File: src/wfr_pkg.sv
package wfr_pkg;

  // Default message buffer size in bytes.
  localparam int MESSAGE_CAPACITY_DEF = 4096;

  // Fixed widths of the result offsets and sizes (OUT_W) and of the input length fields (LEN_W).
  localparam int OUT_W = 13;
  localparam int LEN_W = 31;

  localparam logic       OP_PUSH  = 1'b0;
  localparam logic       OP_RESET = 1'b1;

  localparam logic [7:0] KIND_CONTINUATION = 8'h00;
  localparam logic [7:0] KIND_BINARY       = 8'h02;

  typedef enum logic [1:0] {
    ST_REJECTED = 2'd0,
    ST_ACCEPTED = 2'd1,
    ST_COMPLETE = 2'd2
  } wfr_status_t;

  typedef struct packed {
    logic             opcode;
    logic [7:0]       frame_type;
    logic             fin;
    logic [LEN_W-1:0] frame_len;
    logic [LEN_W-1:0] chunk_off;
    logic [LEN_W-1:0] chunk_length;
    logic             data_present;
    logic             allow_first_continuation;
  } wfr_item_t;

  // Frame and message flags.
  typedef struct packed {
    logic [7:0] frame_kind;
    logic       frame_last;
    logic       in_frame;
    logic       in_message;
    logic       first_ok;
  } wfr_ctl_t;

endpackage

File: src/websocket_fragment_reassembly_check.sv
// A beat is held in the input register, then its result in the result register.
// Throughput: one beat per cycle while out_stall is low; the check and the state
// update sit combinationally between the input register and the result register.
// Reset (rst_n low, synchronous): all frame/message state cleared, the
// first-continuation permission off, both pipeline registers empty.
module websocket_fragment_reassembly_check import wfr_pkg::*; #(
  parameter int MESSAGE_CAPACITY = MESSAGE_CAPACITY_DEF
) (
  input  logic             clk,
  input  logic             rst_n,

  input  logic             in_valid,
  output logic             in_stall,
  input  logic             in_opcode,
  input  logic [7:0]       in_frame_type,
  input  logic             in_fin,
  input  logic [LEN_W-1:0] in_frame_len,
  input  logic [LEN_W-1:0] in_chunk_off,
  input  logic [LEN_W-1:0] in_chunk_length,
  input  logic             in_data_present,
  input  logic             in_allow_first_continuation,

  output logic             out_valid,
  input  logic             out_stall,
  output logic [1:0]       out_status,
  output logic [OUT_W-1:0] out_write_offset,
  output logic [OUT_W-1:0] out_message_size
);

  // Byte counts never exceed the capacity, so they need only this many bits.
  localparam int SW = $clog2(MESSAGE_CAPACITY + 1);

  // Input register.
  logic        s1_valid_r, s1_valid_nxt;
  wfr_item_t   s1_item_r;

  // Connection state.
  wfr_ctl_t    ctl_r, ctl_nxt;
  logic [SW-1:0] gathered_r, gathered_nxt;
  logic [SW-1:0] progress_r, progress_nxt;
  logic [SW-1:0] total_r, total_nxt;

  // Result register.
  logic        out_valid_r, out_valid_nxt;
  wfr_status_t status_r;
  logic [SW-1:0] wr_r;
  logic [SW-1:0] size_r;

  wfr_status_t   chk_status;
  logic [SW-1:0] chk_wr;

  logic in_fire;
  logic advance;
  logic proc;
  logic push;

  // The result register frees up when empty or when its beat is taken;
  // the input register then hands its beat over.
  assign advance  = !out_valid_r || !out_stall;
  assign in_stall = s1_valid_r && !advance;
  assign in_fire  = in_valid && !in_stall;
  assign proc     = s1_valid_r && advance;
  assign push     = (s1_item_r.opcode == OP_PUSH);

  wfr_check #(
    .MESSAGE_CAPACITY (MESSAGE_CAPACITY),
    .SW               (SW)
  ) u_check (
    .item         (s1_item_r),
    .ctl          (ctl_r),
    .gathered     (gathered_r),
    .progress     (progress_r),
    .total        (total_r),
    .status       (chk_status),
    .wr_offset    (chk_wr),
    .ctl_nxt      (ctl_nxt),
    .gathered_nxt (gathered_nxt),
    .progress_nxt (progress_nxt),
    .total_nxt    (total_nxt)
  );

  always_comb begin
    s1_valid_nxt = s1_valid_r;
    if (in_fire) begin
      s1_valid_nxt = 1'b1;
    end else if (advance) begin
      s1_valid_nxt = 1'b0;
    end
    out_valid_nxt = out_valid_r;
    // a reset beat updates state but leaves no result
    if (advance) begin
      out_valid_nxt = proc && push;
    end
  end

  always_ff @(posedge clk) begin
    if (!rst_n) begin
      s1_valid_r  <= 1'b0;
      out_valid_r <= 1'b0;
      ctl_r       <= '0;
      gathered_r  <= '0;
      progress_r  <= '0;
      total_r     <= '0;
    end else begin
      s1_valid_r  <= s1_valid_nxt;
      out_valid_r <= out_valid_nxt;
      if (proc) begin
        ctl_r      <= ctl_nxt;
        gathered_r <= gathered_nxt;
        progress_r <= progress_nxt;
        total_r    <= total_nxt;
      end
    end
  end

  // Payload registers: no reset.
  always_ff @(posedge clk) begin
    if (in_fire) begin
      s1_item_r.opcode                   <= in_opcode;
      s1_item_r.frame_type               <= in_frame_type;
      s1_item_r.fin                      <= in_fin;
      s1_item_r.frame_len                <= in_frame_len;
      s1_item_r.chunk_off                <= in_chunk_off;
      s1_item_r.chunk_length             <= in_chunk_length;
      s1_item_r.data_present             <= in_data_present;
      s1_item_r.allow_first_continuation <= in_allow_first_continuation;
    end
    if (proc && push) begin
      status_r <= chk_status;
      wr_r     <= chk_wr;
      size_r   <= gathered_nxt;
    end
  end

  assign out_valid        = out_valid_r;
  assign out_status       = status_r;
  // sizes are reported modulo the 13-bit field
  assign out_write_offset = OUT_W'(wr_r);
  assign out_message_size = OUT_W'(size_r);

  // A rejected beat reports zero offset and size.
  a_reject_zero: assert property (@(posedge clk) disable iff (!rst_n)
    (out_valid_r && (status_r == ST_REJECTED)) |-> ((wr_r == '0) && (size_r == '0)))
    else $error("rejected result with nonzero offset or size");

  // The running size never falls behind the write position.
  a_size_order: assert property (@(posedge clk) disable iff (!rst_n)
    (out_valid_r && (status_r != ST_REJECTED)) |-> (size_r >= wr_r))
    else $error("message size below write offset");

  // Gathered bytes stay within the buffer.
  a_cap: assert property (@(posedge clk) disable iff (!rst_n)
    gathered_r <= SW'(MESSAGE_CAPACITY))
    else $error("gathered size beyond capacity");

  // Frame progress stays within the frame.
  a_progress: assert property (@(posedge clk) disable iff (!rst_n)
    progress_r <= total_r)
    else $error("frame progress beyond frame length");

  // A frame in progress belongs to a message in progress.
  a_frame_in_msg: assert property (@(posedge clk) disable iff (!rst_n)
    ctl_r.in_frame |-> ctl_r.in_message)
    else $error("frame open outside a message");

endmodule

File: src/wfr_check.sv
module wfr_check import wfr_pkg::*; #(
  parameter int MESSAGE_CAPACITY = MESSAGE_CAPACITY_DEF,
  parameter int SW               = $clog2(MESSAGE_CAPACITY + 1)
) (
  input  wfr_item_t         item,
  input  wfr_ctl_t          ctl,
  input  logic [SW-1:0]     gathered,
  input  logic [SW-1:0]     progress,
  input  logic [SW-1:0]     total,
  output wfr_status_t       status,
  output logic [SW-1:0]     wr_offset,
  output wfr_ctl_t          ctl_nxt,
  output logic [SW-1:0]     gathered_nxt,
  output logic [SW-1:0]     progress_nxt,
  output logic [SW-1:0]     total_nxt
);

  localparam logic [LEN_W-1:0] CAP_L = LEN_W'(MESSAGE_CAPACITY);

  logic             bad_data;
  logic             bad_bounds;
  logic             start;
  logic             bad_start;
  logic             bad_mid;
  logic             bad_ovf;
  logic [SW-1:0]    gath_eff;
  logic [SW-1:0]    chunk_s;
  logic [SW-1:0]    prog_new;
  logic [SW-1:0]    tot_new;
  logic             last_new;
  logic             done;
  logic [LEN_W-1:0] room;

  always_comb begin
    bad_data   = (item.chunk_length != '0) && !item.data_present;
    bad_bounds = (item.chunk_off > item.frame_len) ||
                 (item.chunk_length > (item.frame_len - item.chunk_off)) ||
                 (item.frame_len > CAP_L) ||
                 ((item.chunk_length == '0) && (item.chunk_off < item.frame_len));
    start      = (item.chunk_off == '0);

    bad_start  = ctl.in_frame ||
                 ((item.frame_type == KIND_BINARY) && ctl.in_message) ||
                 ((item.frame_type == KIND_CONTINUATION) && !ctl.in_message && !ctl.first_ok) ||
                 ((item.frame_type != KIND_BINARY) && (item.frame_type != KIND_CONTINUATION));
    bad_mid    = !ctl.in_frame ||
                 (item.chunk_off != LEN_W'(progress)) ||
                 (item.frame_len != LEN_W'(total)) ||
                 (item.frame_type != ctl.frame_kind) ||
                 (item.fin != ctl.frame_last);

    // a message start restarts the gathered count
    gath_eff   = (start && !ctl.in_message) ? '0 : gathered;

    room       = CAP_L - LEN_W'(gath_eff);
    bad_ovf    = item.chunk_length > room;

    chunk_s    = SW'(item.chunk_length);
    prog_new   = (start ? '0 : progress) + chunk_s;
    tot_new    = start ? SW'(item.frame_len) : total;
    last_new   = start ? item.fin : ctl.frame_last;
    done       = (prog_new == tot_new);

    ctl_nxt.frame_kind = start ? item.frame_type : ctl.frame_kind;
    ctl_nxt.frame_last = last_new;
    ctl_nxt.in_frame   = !done;
    ctl_nxt.in_message = !(done && last_new);
    ctl_nxt.first_ok   = (start && !ctl.in_message) ? 1'b0 : ctl.first_ok;
    gathered_nxt       = gath_eff + chunk_s;
    progress_nxt       = prog_new;
    total_nxt          = tot_new;
    wr_offset          = gath_eff;
    status             = (done && last_new) ? ST_COMPLETE : ST_ACCEPTED;

    if (item.opcode == OP_RESET) begin
      ctl_nxt          = '0;
      ctl_nxt.first_ok = item.allow_first_continuation;
      gathered_nxt     = '0;
      progress_nxt     = '0;
      total_nxt        = '0;
      wr_offset        = '0;
      status           = ST_REJECTED;
    end else if (bad_data || bad_bounds || (start ? bad_start : bad_mid) || bad_ovf) begin
      ctl_nxt      = '0;
      gathered_nxt = '0;
      progress_nxt = '0;
      total_nxt    = '0;
      wr_offset    = '0;
      status       = ST_REJECTED;
    end
  end

endmodule

File: config.mk
export PLATFORM = sky130hd
export DESIGN_NAME = websocket_fragment_reassembly_check
export DESIGN_NICKNAME = d
export VERILOG_FILES = /design/src/wfr_pkg.sv /design/src/websocket_fragment_reassembly_check.sv /design/src/wfr_check.sv
export SDC_FILE = /design/constraint.sdc
export NUM_CORES = 1
export LEC_CHECK = 0
export ABC_AREA = 1
export BUFFER_PORTS_ARGS = -buffer_cell sky130_fd_sc_hd__buf_2
export CAP_MARGIN = 20
export CELL_PAD_IN_SITES_DETAIL_PLACEMENT = 2
export CELL_PAD_IN_SITES_GLOBAL_PLACEMENT = 2
export CORE_MARGIN = 3
export CORE_UTILIZATION = 39
export CTS_BUF_LIST = sky130_fd_sc_hd__clkbuf_4 sky130_fd_sc_hd__clkbuf_8
export DETAILED_ROUTE_END_ITERATION = 6
export GPL_TIMING_DRIVEN = 0
export PLACE_DENSITY = 0.95
export SYNTH_ARGS = -nofsm -noshare
export SYNTH_HDL_FRONTEND = slang
export SYNTH_SLANG_ARGS = --single-unit
File: constraint.sdc
create_clock -name clk -period 12.9 [get_ports clk]
set_clock_uncertainty 0.1 [all_clocks]
set_input_delay 1.29 -clock clk [delete_from_list [all_inputs] [get_ports clk]]
set_output_delay 1.29 -clock clk [all_outputs]
set_load 0.01 [all_outputs]
==> flow_summary.json <==
{
  "status": "completed",
  "worstPathRequired_ns": 13.25,
  "final_cells": 2203,
  "netlist_area_sq_mm": 0.0125,
  "cts_resized": 0,
  "synth.distinct_cells": 41,
  "syn_nets": 1864,
  "fp.dieH_um": 185,
  "synth_top_area_frac": 0.320,
  "syn-mean-instance-area_sq_um": 7.63,
  "arrival_ns": 6.43,
  "multi_input_area_sq_mm": 0.00651,
  "startpoint": "s1_item_r[34]",
  "cts_tree": "yes",
  "yosysMostFrequentCell": "nand2_1",
  "finalWorstSetupSlack_ns": 6.82,
  "placed_area_sq_mm": 0.0137,
  "regArea_sq_mm": 0.00505,
  "drc": 0,
  "area_growth_syn_to_layout_pct": 13.0,
  "core_sq_mm": 0.0311,
  "postCtsHoldBufs": 0,
  "drtIter0Drc": 647,
  "clock_path_buffers": 2,
  "final_util": 0.453,
  "fillCellCount": 3707,
  "r2r-end": "total_r[0]",
  "fin_crit_ns": 6.08,
  "start_util": 0.401,
  "post_cts_buffers": 0,
  "die_area_sq_mm": 0.0342,
  "n_antenna_cell": 0,
  "setup_viol": 0,
  "min_to": "ctl_r[4]",
  "track_usage": 0.302,
  "hold_viol": 0,
  "post_drt_wl_per_cell_um": 23.5,
  "gp_congestion": 0.867,
  "grt-ovfl-total": 0,
  "fin_crit_sh": 0.471,
  "synth_flop_cell": "edfxtp_1",
  "drv_cap": 0,
  "worst_pin_slew_ns": 0.851,
  "synthTopCellsByArea": "edfxtp_1 (32%), nand2_1 (15%), ha_1 (12%)",
  "clkSinkCount": 186,
  "via_count": 12205,
  "cts_max_level": 4,
  "p_leak_nw": 6.58,
  "critical_path_class": "reg -> reg",
  "dp_hpwl_um": 41800,
  "ios": 139,
  "ant_nets": 0,
  "antenna_found_initial": 1,
  "whs_path_depth": 2,
  "tns_ns": 0,
  "fmax_ghz": 0.164,
  "vias_per_cell": 5.54,
  "layout-drive-gt1-share": 0.116,
  "synth_common_cells": "nand2_1 (499), inv_1 (214), nor2_1 (199)",
  "insertion_delay_ns": 0.53,
  "fp.dieW_um": 185,
  "powerDensity_mw_per_mm2": 103,
  "wl_um": 51700,
  "grt_pass1_wl_um": 78400,
  "ys_ff_latch": 186,
  "rsz0062_at_grt": "no",
  "worstHoldStart": "ctl_r[4]",
  "synthArstFlopShare": 0,
  "worst_setup_path_start_kind": "flip-flop",
  "placement_rows": 64,
  "timing.slew.headroom": 0.433,
  "crit_path_max_fanout": 12,
  "cts-root-buf": "clkbuf_8",
  "hold_path_class": "reg -> reg",
  "grt_pass1_vias": 13932,
  "p_total_mw": 1.45,
  "dpl.cell_count": 2171,
  "first_pass_iters": 5,
  "synth-edff-count": 133,
  "yosysSeqAreaShare": 0.405,
  "synth_cells": 1634,
  "final_nets": 2024,
  "cts_buffers": 17,
  "clk_pin_slew_ns": 0.12,
  "portBuffers": 138,
  "grt_max_degree": 61,
  "yosysTopAreaCell": "edfxtp_1",
  "hold_ws_ns": 0.375,
  "r2r_start": "s1_item_r[34]",
  "endpoint_kind": "flip-flop",
  "r2r_slack_ns": 6.82,
  "drv_slew": 0,
  "vdd_ir_drop_max_uv": 85.2,
  "ys.warnings.count": 0,
  "dp_slack_ns": 6.92,
  "r2r_cells": 24,
  "stdcell_area_sq_mm": 0.0141
}
==> final cells by class <==
class / count / share of cell area
multi-input cells: 1212 / 0.462
flip-flops and latches: 186 / 0.359
inverters: 217 / 0.0580
repair buffers: 141 / 0.0529
well taps: 396 / 0.0352
clock buffers: 19 / 0.0177
clock inverters: 13 / 0.00835
plain buffers: 19 / 0.00675
==> worst max-delay path: stages (launching register included) <==
cell	delay, ns
edfxtp_1	0.45
inv_1	0.21
nand3_1	0.13
nor2_1	0.31
nand2_1	0.16
nor2_4	0.27
nand2_2	0.23
o31ai_1	0.21
nand3_1	0.21
nor2_1	0.25
nand4_1	0.23
o31ai_2	0.61
buf_6	0.25
ha_1	0.17
nand2_1	0.08
nor2_1	0.20
nand3_1	0.16
nor3_1	0.24
nand4_1	0.12
nand2_1	0.16
nand4_1	0.13
nor2_2	0.41
buf_4	0.31
nand4_1	0.13
a21oi_1	0.25
==> flip-flops by register name, summed over array words and instances, names as in the netlist <==
signal,count
progress_r,13
ctl_r,12
out_status,2
s1_valid_r,1
gathered_r,13
out_write_offset,13
total_r,13
out_message_size,13
out_valid,1
s1_item_r,105
==> worst max-delay path by stage <==
stage / endpoint / slack, ns
3_3_place_gp: out_write_offset[2] / 6.34
3_5_place_dp: out_write_offset[9] / 6.92
2_1_floorplan: out_write_offset[10] / 8.17
4_1_cts: out_write_offset[9] / 6.84
6_report: total_r[0] / 6.82
5_1_grt: total_r[0] / 6.39
==> metal layers <==
metal / up-vias / global-route usage / part of all wire
li1: 5637 / - / -
met4: 2 / 0.133 / 0.040
met5: - / 0 / 0.00021
met2: 334 / 0.552 / 0.51
met1: 6118 / 0.346 / 0.41
met3: 114 / 0.0524 / 0.043
==> where the power goes <==
part           internal (mW)  total, mW  leakage (nW)  switching, mW
registers              0.667      0.700          1.72         0.0325
clock network          0.158      0.393         0.189          0.235
logic                  0.125      0.356          4.67          0.231
total                  0.950       1.45          6.58          0.498
==> cell usage in the layout, fill, tap and decap left out, types with 3 or more instances in the layout <==
cell type	count
clkbuf_8	17
buf_2	142
nand2_1	499
inv_1	213
nand3b_1	6
xor2_1	29
fa_1	3
buf_6	3
dfxtp_1	53
clkinv_4	3
ha_1	118
or2_2	9
xnor2_1	24
nor2_2	5
o21bai_1	5
a21o_1	7
a21oi_1	121
nand2_2	3
nor3_1	11
clkinv_2	3
o211ai_1	3
o21ai_0	50
nand4_1	23
edfxtp_1	133
clkbuf_1	10
nor2_1	198
inv_6	4
nand3_1	79
==> cell families (layout without fill, tap and decap cells) <==
kind of cell	count (synthesis)	after routing	share of synthesized area
adder cells (fa/ha/maj)	121	121	0.123
XOR/XNOR	53	53	0.0372
AND/OR/NAND/NOR	843	843	0.278
flip-flops	186	186	0.405
AO/OA/AOI/OAI	195	195	0.0836
buffers and inverters	236	409	0.0729
No activity file was read; power rests on OpenSTA's default activity.
